<file path="src/design/blz_pkg.sv">
package blz_pkg;

    localparam int BYTE_W = 8;
    localparam int SIZE_W = 26;
    localparam int DIST_W = 13;
    localparam int LEN_W = 5;
    localparam int FLAGS_W = 4;
    localparam int HISTORY_DEPTH_DEF = 8192;

    localparam logic [LEN_W-1:0] LEN_BIAS = LEN_W'(3);
    localparam logic [DIST_W-1:0] DIST_BIAS = DIST_W'(3);
    localparam logic [FLAGS_W-1:0] FLAGS_PER_CTRL = FLAGS_W'(8);

    typedef enum logic [1:0] {
        PH_CONTROL = 2'd0,
        PH_FLAG = 2'd1,
        PH_TOKEN_LOW = 2'd2
    } t_phase;

    typedef struct packed {
        logic [BYTE_W-1:0] comp_byte;
        logic last_byte;
    } t_in;

    typedef struct packed {
        logic [BYTE_W-1:0] out_byte;
        logic [SIZE_W-1:0] out_position;
        logic run_end;
        logic status;
    } t_out;

    // controller to datapath
    typedef struct packed {
        logic latch_in;
        logic set_flags;
        logic set_token;
        logic emit_lit;
        logic emit_err;
        logic start_copy;
        logic copy_emit;
        logic next_flag;
        logic set_err;
        logic start_run;
    } t_cmd;

    // datapath to controller
    typedef struct packed {
        logic err_seen;
        t_phase phase;
        logic lit;
        logic in_last;
        logic lit_full;
        logic tok_bad;
        logic out_free;
        logic copy_last;
    } t_stat;

endpackage

</file>
<file path="src/design/blz_ctrl.sv">
module blz_ctrl (
    input  logic           i_clk,
    input  logic           i_rst_n,
    input  logic           i_in_valid,
    output logic           o_in_stall,
    input  blz_pkg::t_stat i_stat,
    output blz_pkg::t_cmd  o_cmd
);

    typedef enum logic [2:0] {
        S_IDLE = 3'b001,
        S_EVAL = 3'b010,
        S_COPY = 3'b100
    } t_state;

    t_state r_state;
    t_state n_state;

    assign o_in_stall = (r_state != S_IDLE);

    always_comb begin
        n_state = r_state;
        o_cmd = '0;
        case (r_state)
            S_IDLE: begin
                if (i_in_valid) begin
                    o_cmd.latch_in = 1'b1;
                    n_state = S_EVAL;
                end
            end
            S_EVAL: begin
                if (i_stat.err_seen) begin
                    // items after an error are dropped until the end of region
                    o_cmd.start_run = i_stat.in_last;
                    n_state = S_IDLE;
                end else begin
                    case (i_stat.phase)
                        blz_pkg::PH_CONTROL: begin
                            o_cmd.set_flags = 1'b1;
                            o_cmd.start_run = i_stat.in_last;
                            n_state = S_IDLE;
                        end
                        blz_pkg::PH_FLAG: begin
                            if (i_stat.lit) begin
                                if (i_stat.out_free) begin
                                    if (i_stat.lit_full) begin
                                        o_cmd.emit_err = 1'b1;
                                        o_cmd.set_err = !i_stat.in_last;
                                    end else begin
                                        o_cmd.emit_lit = 1'b1;
                                        o_cmd.next_flag = 1'b1;
                                    end
                                    o_cmd.start_run = i_stat.in_last;
                                    n_state = S_IDLE;
                                end
                            end else if (!i_stat.in_last) begin
                                o_cmd.set_token = 1'b1;
                                n_state = S_IDLE;
                            end else if (i_stat.out_free) begin
                                // token cut off by the end of region
                                o_cmd.emit_err = 1'b1;
                                o_cmd.start_run = 1'b1;
                                n_state = S_IDLE;
                            end
                        end
                        blz_pkg::PH_TOKEN_LOW: begin
                            if (!i_stat.tok_bad) begin
                                o_cmd.start_copy = 1'b1;
                                n_state = S_COPY;
                            end else if (i_stat.out_free) begin
                                o_cmd.emit_err = 1'b1;
                                o_cmd.set_err = !i_stat.in_last;
                                o_cmd.start_run = i_stat.in_last;
                                n_state = S_IDLE;
                            end
                        end
                        default: begin
                            n_state = S_IDLE;
                        end
                    endcase
                end
            end
            S_COPY: begin
                if (i_stat.out_free) begin
                    o_cmd.copy_emit = 1'b1;
                    if (i_stat.copy_last) begin
                        o_cmd.next_flag = 1'b1;
                        o_cmd.start_run = i_stat.in_last;
                        n_state = S_IDLE;
                    end
                end
            end
            default: begin
                n_state = S_IDLE;
            end
        endcase
    end

    always_ff @(posedge i_clk) begin
        if (!i_rst_n) begin
            r_state <= S_IDLE;
        end else begin
            r_state <= n_state;
        end
    end

endmodule

</file>
<file path="config.mk">
export PLATFORM = sky130hd
export DESIGN_NAME = blz_ctrl
export DESIGN_NICKNAME = d
export VERILOG_FILES = /design/src/design/blz_pkg.sv /design/src/design/blz_ctrl.sv
export SDC_FILE = /design/constraint.sdc
export NUM_CORES = 1
export LEC_CHECK = 0
export ABC_CLOCK_PERIOD_IN_PS = 2200
export BUFFER_PORTS_ARGS = -buffer_cell sky130_fd_sc_hd__buf_2
export CAP_MARGIN = 25
export CORE_AREA = 2 2 39 41
export DETAILED_ROUTE_END_ITERATION = 8
export DIE_AREA = 0 0 41 43
export GPL_TIMING_DRIVEN = 0
export PLACE_DENSITY_LB_ADDON = 0.05
export SYNTH_ARGS = -nofsm -noshare
export SYNTH_HDL_FRONTEND = slang
export SYNTH_SLANG_ARGS = --single-unit
</file>
<file path="constraint.sdc">
create_clock -name i_clk -period 2.2 [get_ports i_clk]
set_input_delay 0 -clock i_clk [delete_from_list [all_inputs] [get_ports i_clk]]
set_output_delay 0 -clock i_clk [all_outputs]
set_load 0.1 [all_outputs]
</file>
* Yosys cells after proc, flatten, opt, wreduce, memory -nomap -nowiden *
Index checks and enable logic that the tools add are counted.

operators by class
  mux-type cells = 48
  equal/unequal tests = 9
  reduce and logical (&&, ||, !) cells = 3

operator list
  cell                                                                     count
  3-bit two-way mux                                                        9
  1-bit two-way mux                                                        23
  2-bit two-way mux                                                        7
  5-bit two-way mux                                                        2
  3-bit case mux with 3 select lines                                       1
  1-bit case mux with 2 select lines                                       4
  2-bit inequality test, second input constant                             3
  3-bit case mux with 2 select lines                                       1
  3-bit by 1-bit equality test with 1-bit output, second input constant    1
  3-bit by 2-bit equality test with 1-bit output, second input constant    1
  3-bit equality test, second input constant                               1
  3-bit by 1-bit inequality test with 1-bit output, second input constant  1
  1-bit case mux with 3 select lines                                       1
  3-bit AND reduction                                                      1
  2-bit by 1-bit equality test with 1-bit output, second input constant    1
  2-bit equality test, second input constant                               1
  2-bit zero test                                                          1
  1-bit zero test                                                          1

word-level totals
  register bits = 3
  word-level logic and storage cells = 61
  bits of input ports = 12

* Longest topological paths before layout *
  word-level depth = 7
  depth in mapped cells = 5
  mapped depth without buffers = 5

* Worst setup path before layout *
OpenSTA, ideal clock, no wires.

  path type = flip-flop to output port
  start point = register r_state[0]
  end point = output o_cmd[1] (netlist bit)
  path slack = -0.888 ns
  path buffers = 0
  arrival time = 3.088 ns
  cell stages (with the launch flop) = 4
  path through = dfxtp_1 > nor4b_2 > nand3_1 > a211oi_1

RTL lines
  item                      RTL line         source
  start: declaration        blz_ctrl.sv:16   t_state r_state;
  start signal: assignment  blz_ctrl.sv:103  r_state <= n_state;
  end: declaration          blz_ctrl.sv:7    output blz_pkg::t_cmd o_cmd

==> impl_results.md <==
* CTS tree: built
* Power per cell area at 429 nW/um^2
* Clk sinks at 3
* Die Wd at a little over 40 um
* Register name with the most flops: r_state
* First-pass GRT wire length at between 1500 and 2000 um
* Top flop regs: r_state (3)
* Inserted Diodes at 0
* Final Critical Period at around 1.9 ns
* VDD IR max at about 0.00033 V
* CP required at around 2.2 ns
* Clock network fraction of total power at between 30% and 40%
* Max reg flops at 3
* Async SR Flop Fraction at 0%
* Detailed Route WL at roughly 1100 um
* Reg power frac at about a quarter
* Worst-Skew Late Latency at about 0.23 ns
* Area Overhead vs Synth at 44.6%
* Row cnt at 14
* Net Switching at between 0.1 and 0.15 mW
* Sequential cell area fraction in the yosys report at 14.3%
* # IOs at 23
* Core area at 1380 sq um
* Worst Hold Class: in2reg
* Post-Syn Instances at between 50 and 60
* Synth Net Count at 70
* 1st-pass router iterations at 4
* Root Driver: clkbuf_4
* DR DRC count at 0
* #FFs+latches synth at 3
* Post-synthesis mux area share at 2.68%
* Pins Over Slew Limit at 0
* Die outline height at approximately 43 um
* Die area at approximately 1800 sq um
* Final #Nets at 97
* RSZ-0062 raised after global routing: no
* DR WL/cell at between 10 and 15 um
* Simple-gate area share of the yosys netlist at between 30% and 40%
* Post-synth EDFFs at 0
* H-tree depth at 1
* Int Pwr at about 0.16 mW
* Hold Fails Final Rpt at 0
* Switching portion of total power at between 30% and 40%
* Starting Density at a little under a third
* Pin count of the biggest net entering global routing at 10
* Synth Warn # at 0
* Tot GR Track Use at ~14%
* Setup TNS at 0 ns
* Vias at 500
* Syn_area_per_cell at roughly 7.8 sq um
* Synth Area in Adders at 11.9%
* Status: completed
* Final setup fails at 0
* 1st-iter DRT viols at 7
* Share of post-route cells with drive strength above 1 at between 40% and 50%
* Crit path DAT at between 1.5 and 2 ns
* PostCTS Resize Cnt at 0
* Pin slew with the least headroom to its limit at 0.484 ns
* Period Utilization, post-route at a little under nine tenths
* Gp weighted congestion at approximately 0.70
* Setup WS post-layout at between 0.3 and 0.4 ns
* Clk buf depth at 2
* Number of global-route vias before repair at between 400 and 500
* Xor/xnor share of the synthesized area at 0%
* Final Total Pwr at around 0.26 mW
* Synthesized area at between 400 and 500 sq um
* Setup crit end kind: primary output
* LEAKAGE at 0.278 nW
* Largest family of logic cells by synthesized area: simple AND/OR/NAND/NOR gates
* Overflow after GRT at 0
* Setup Skew at between 0.0015 and 0.002 ns
* Antenna violations before repair at 0
* Max-slew headroom at the worst pin at slightly below 70%
* Port Buffers at 21
* Compound-Gate Fraction of Synth Area at approximately a quarter
* Hold WS at about 0.15 ns
* Critical path class: reg2out
* Cts bufs inserted at 3
* Clock Pin Slew Worst Setup and Hold Paths at ~0.040 ns
* Routed Antenna Nets at 0
* Fmax at approximately 0.53 GHz
* Max Cap Violations at 0
* Startpoint Class: register
* Post-synth cell types at 29
* Main synth FF type: dfxtp_1
* DP Worst Slack at about 0.55 ns
* DPL Wire Length at roughly 890 um
* Combinational power share at 39.2%
* Critical Path Fanout Max at 8
* Via density at roughly 5.2
[cells in the final DEF (no fill, tap or decap), drive strengths merged]
master / count
a21oi: 4
o211ai: 1
inv: 5
nand3: 2
mux2: 1
o21a: 1
and2b: 1
or3b: 2
a211oi: 1
ha: 4
clkbuf: 5
nand2: 3
and4b: 1
o21ai: 4
a2111oi: 1
a31oi: 1
nand4b: 1
nor4b: 1
a31o: 1
nor2b: 3
or4b: 1
a21boi: 1
nand3b: 2
o2111ai: 1
and4bb: 1
dlygate4sd3: 1
dfxtp: 3
buf: 21
and2: 2
nor2: 4
[logic make-up after synthesis]
group           Yosys count
compound gates           16
fa+ha+maj                 4
buf+inv                   6
flops                     3
mux                       1
simple gates             24
[worst paths after layout]
check | startpoint | end | slack [ns] | cells past startpoint
max | r_state[2]$_SDFFE_PN0P_ | o_cmd[1] | 0.33 | 4
min | i_in_valid | r_state[1]$_SDFFE_PN0P_ | 0.15 | 4
max reg2reg | r_state[2]$_SDFFE_PN0P_ | r_state[0]$_SDFFE_PN1P_ | 0.77 | 3
min reg2reg | r_state[2]$_SDFFE_PN0P_ | r_state[2]$_SDFFE_PN0P_ | 0.64 | 2
[critical path: stages (launching register included)]
cell and delay (ns):
dfxtp_1 0.37, nor4b_2 0.47, nand3_1 0.19, a211oi_2 0.16
buf_2 0.45
[metrics by stage]
step	area [sq um]	util [%]	cells
floorplan	447	-	54
global placement	572	41.3	91
detailed placement	572	41.3	91
CTS	608	43.9	96
global route	608	43.9	96
finish	608	43.9	96
[cell type report]
cell class	instances	area [sq um]
Buffer	1	3.75
Sequential cell	3	60.1
Fill cell	167	776
Tap cell	16	20.0
Multi-Input combinational cell	45	364
Inverter	5	18.8
Clock buffer	4	26.3
Timing Repair Buffer	22	115
[Yosys cell counts, types with 2 or more instances]
library cell,number,area (sq um)
nand2_1,3,11.3
nor2b_1,3,18.8
inv_1,5,18.8
nand3b_1,2,15.0
nor2_1,4,15.0
dfxtp_1,3,60.1
nand3_1,2,10.0
o21ai_0,4,20.0
ha_1,4,50.1
and2_1,2,12.5
a21oi_1,4,20.0
[per-layer routing]
| layer | up-vias | global-route usage, % | share of wire, % |
|---|---|---|---|
| li1 | 250 | - | - |
| met1 | 231 | 19.2 | 48 |
| met2 | 17 | 20.0 | 44 |
| met3 | 2 | 1.57 | 5.6 |
| met4 | 0 | 8.00 | 1.5 |
| met5 | - | 0 | 0 |
[power by group through the flow]
stage	Combinational [mW]	Sequential, mW	Clock (mW)
6_report	0.102	0.0633	0.0951
5_1_grt	0.109	0.0640	0.104
3_3_place_gp	0.101	0.0642	0
2_1_floorplan	0.0762	0.0625	0
3_5_place_dp	0.101	0.0642	0
4_1_cts	0.102	0.0633	0.101
[repair_timing]
action                    in CTS  in global routing
hold buffers                   1                  0
hold endpoints to repair       1                  0
setup buffers                  0                  0
No activity file was read; power rests on OpenSTA's default activity.
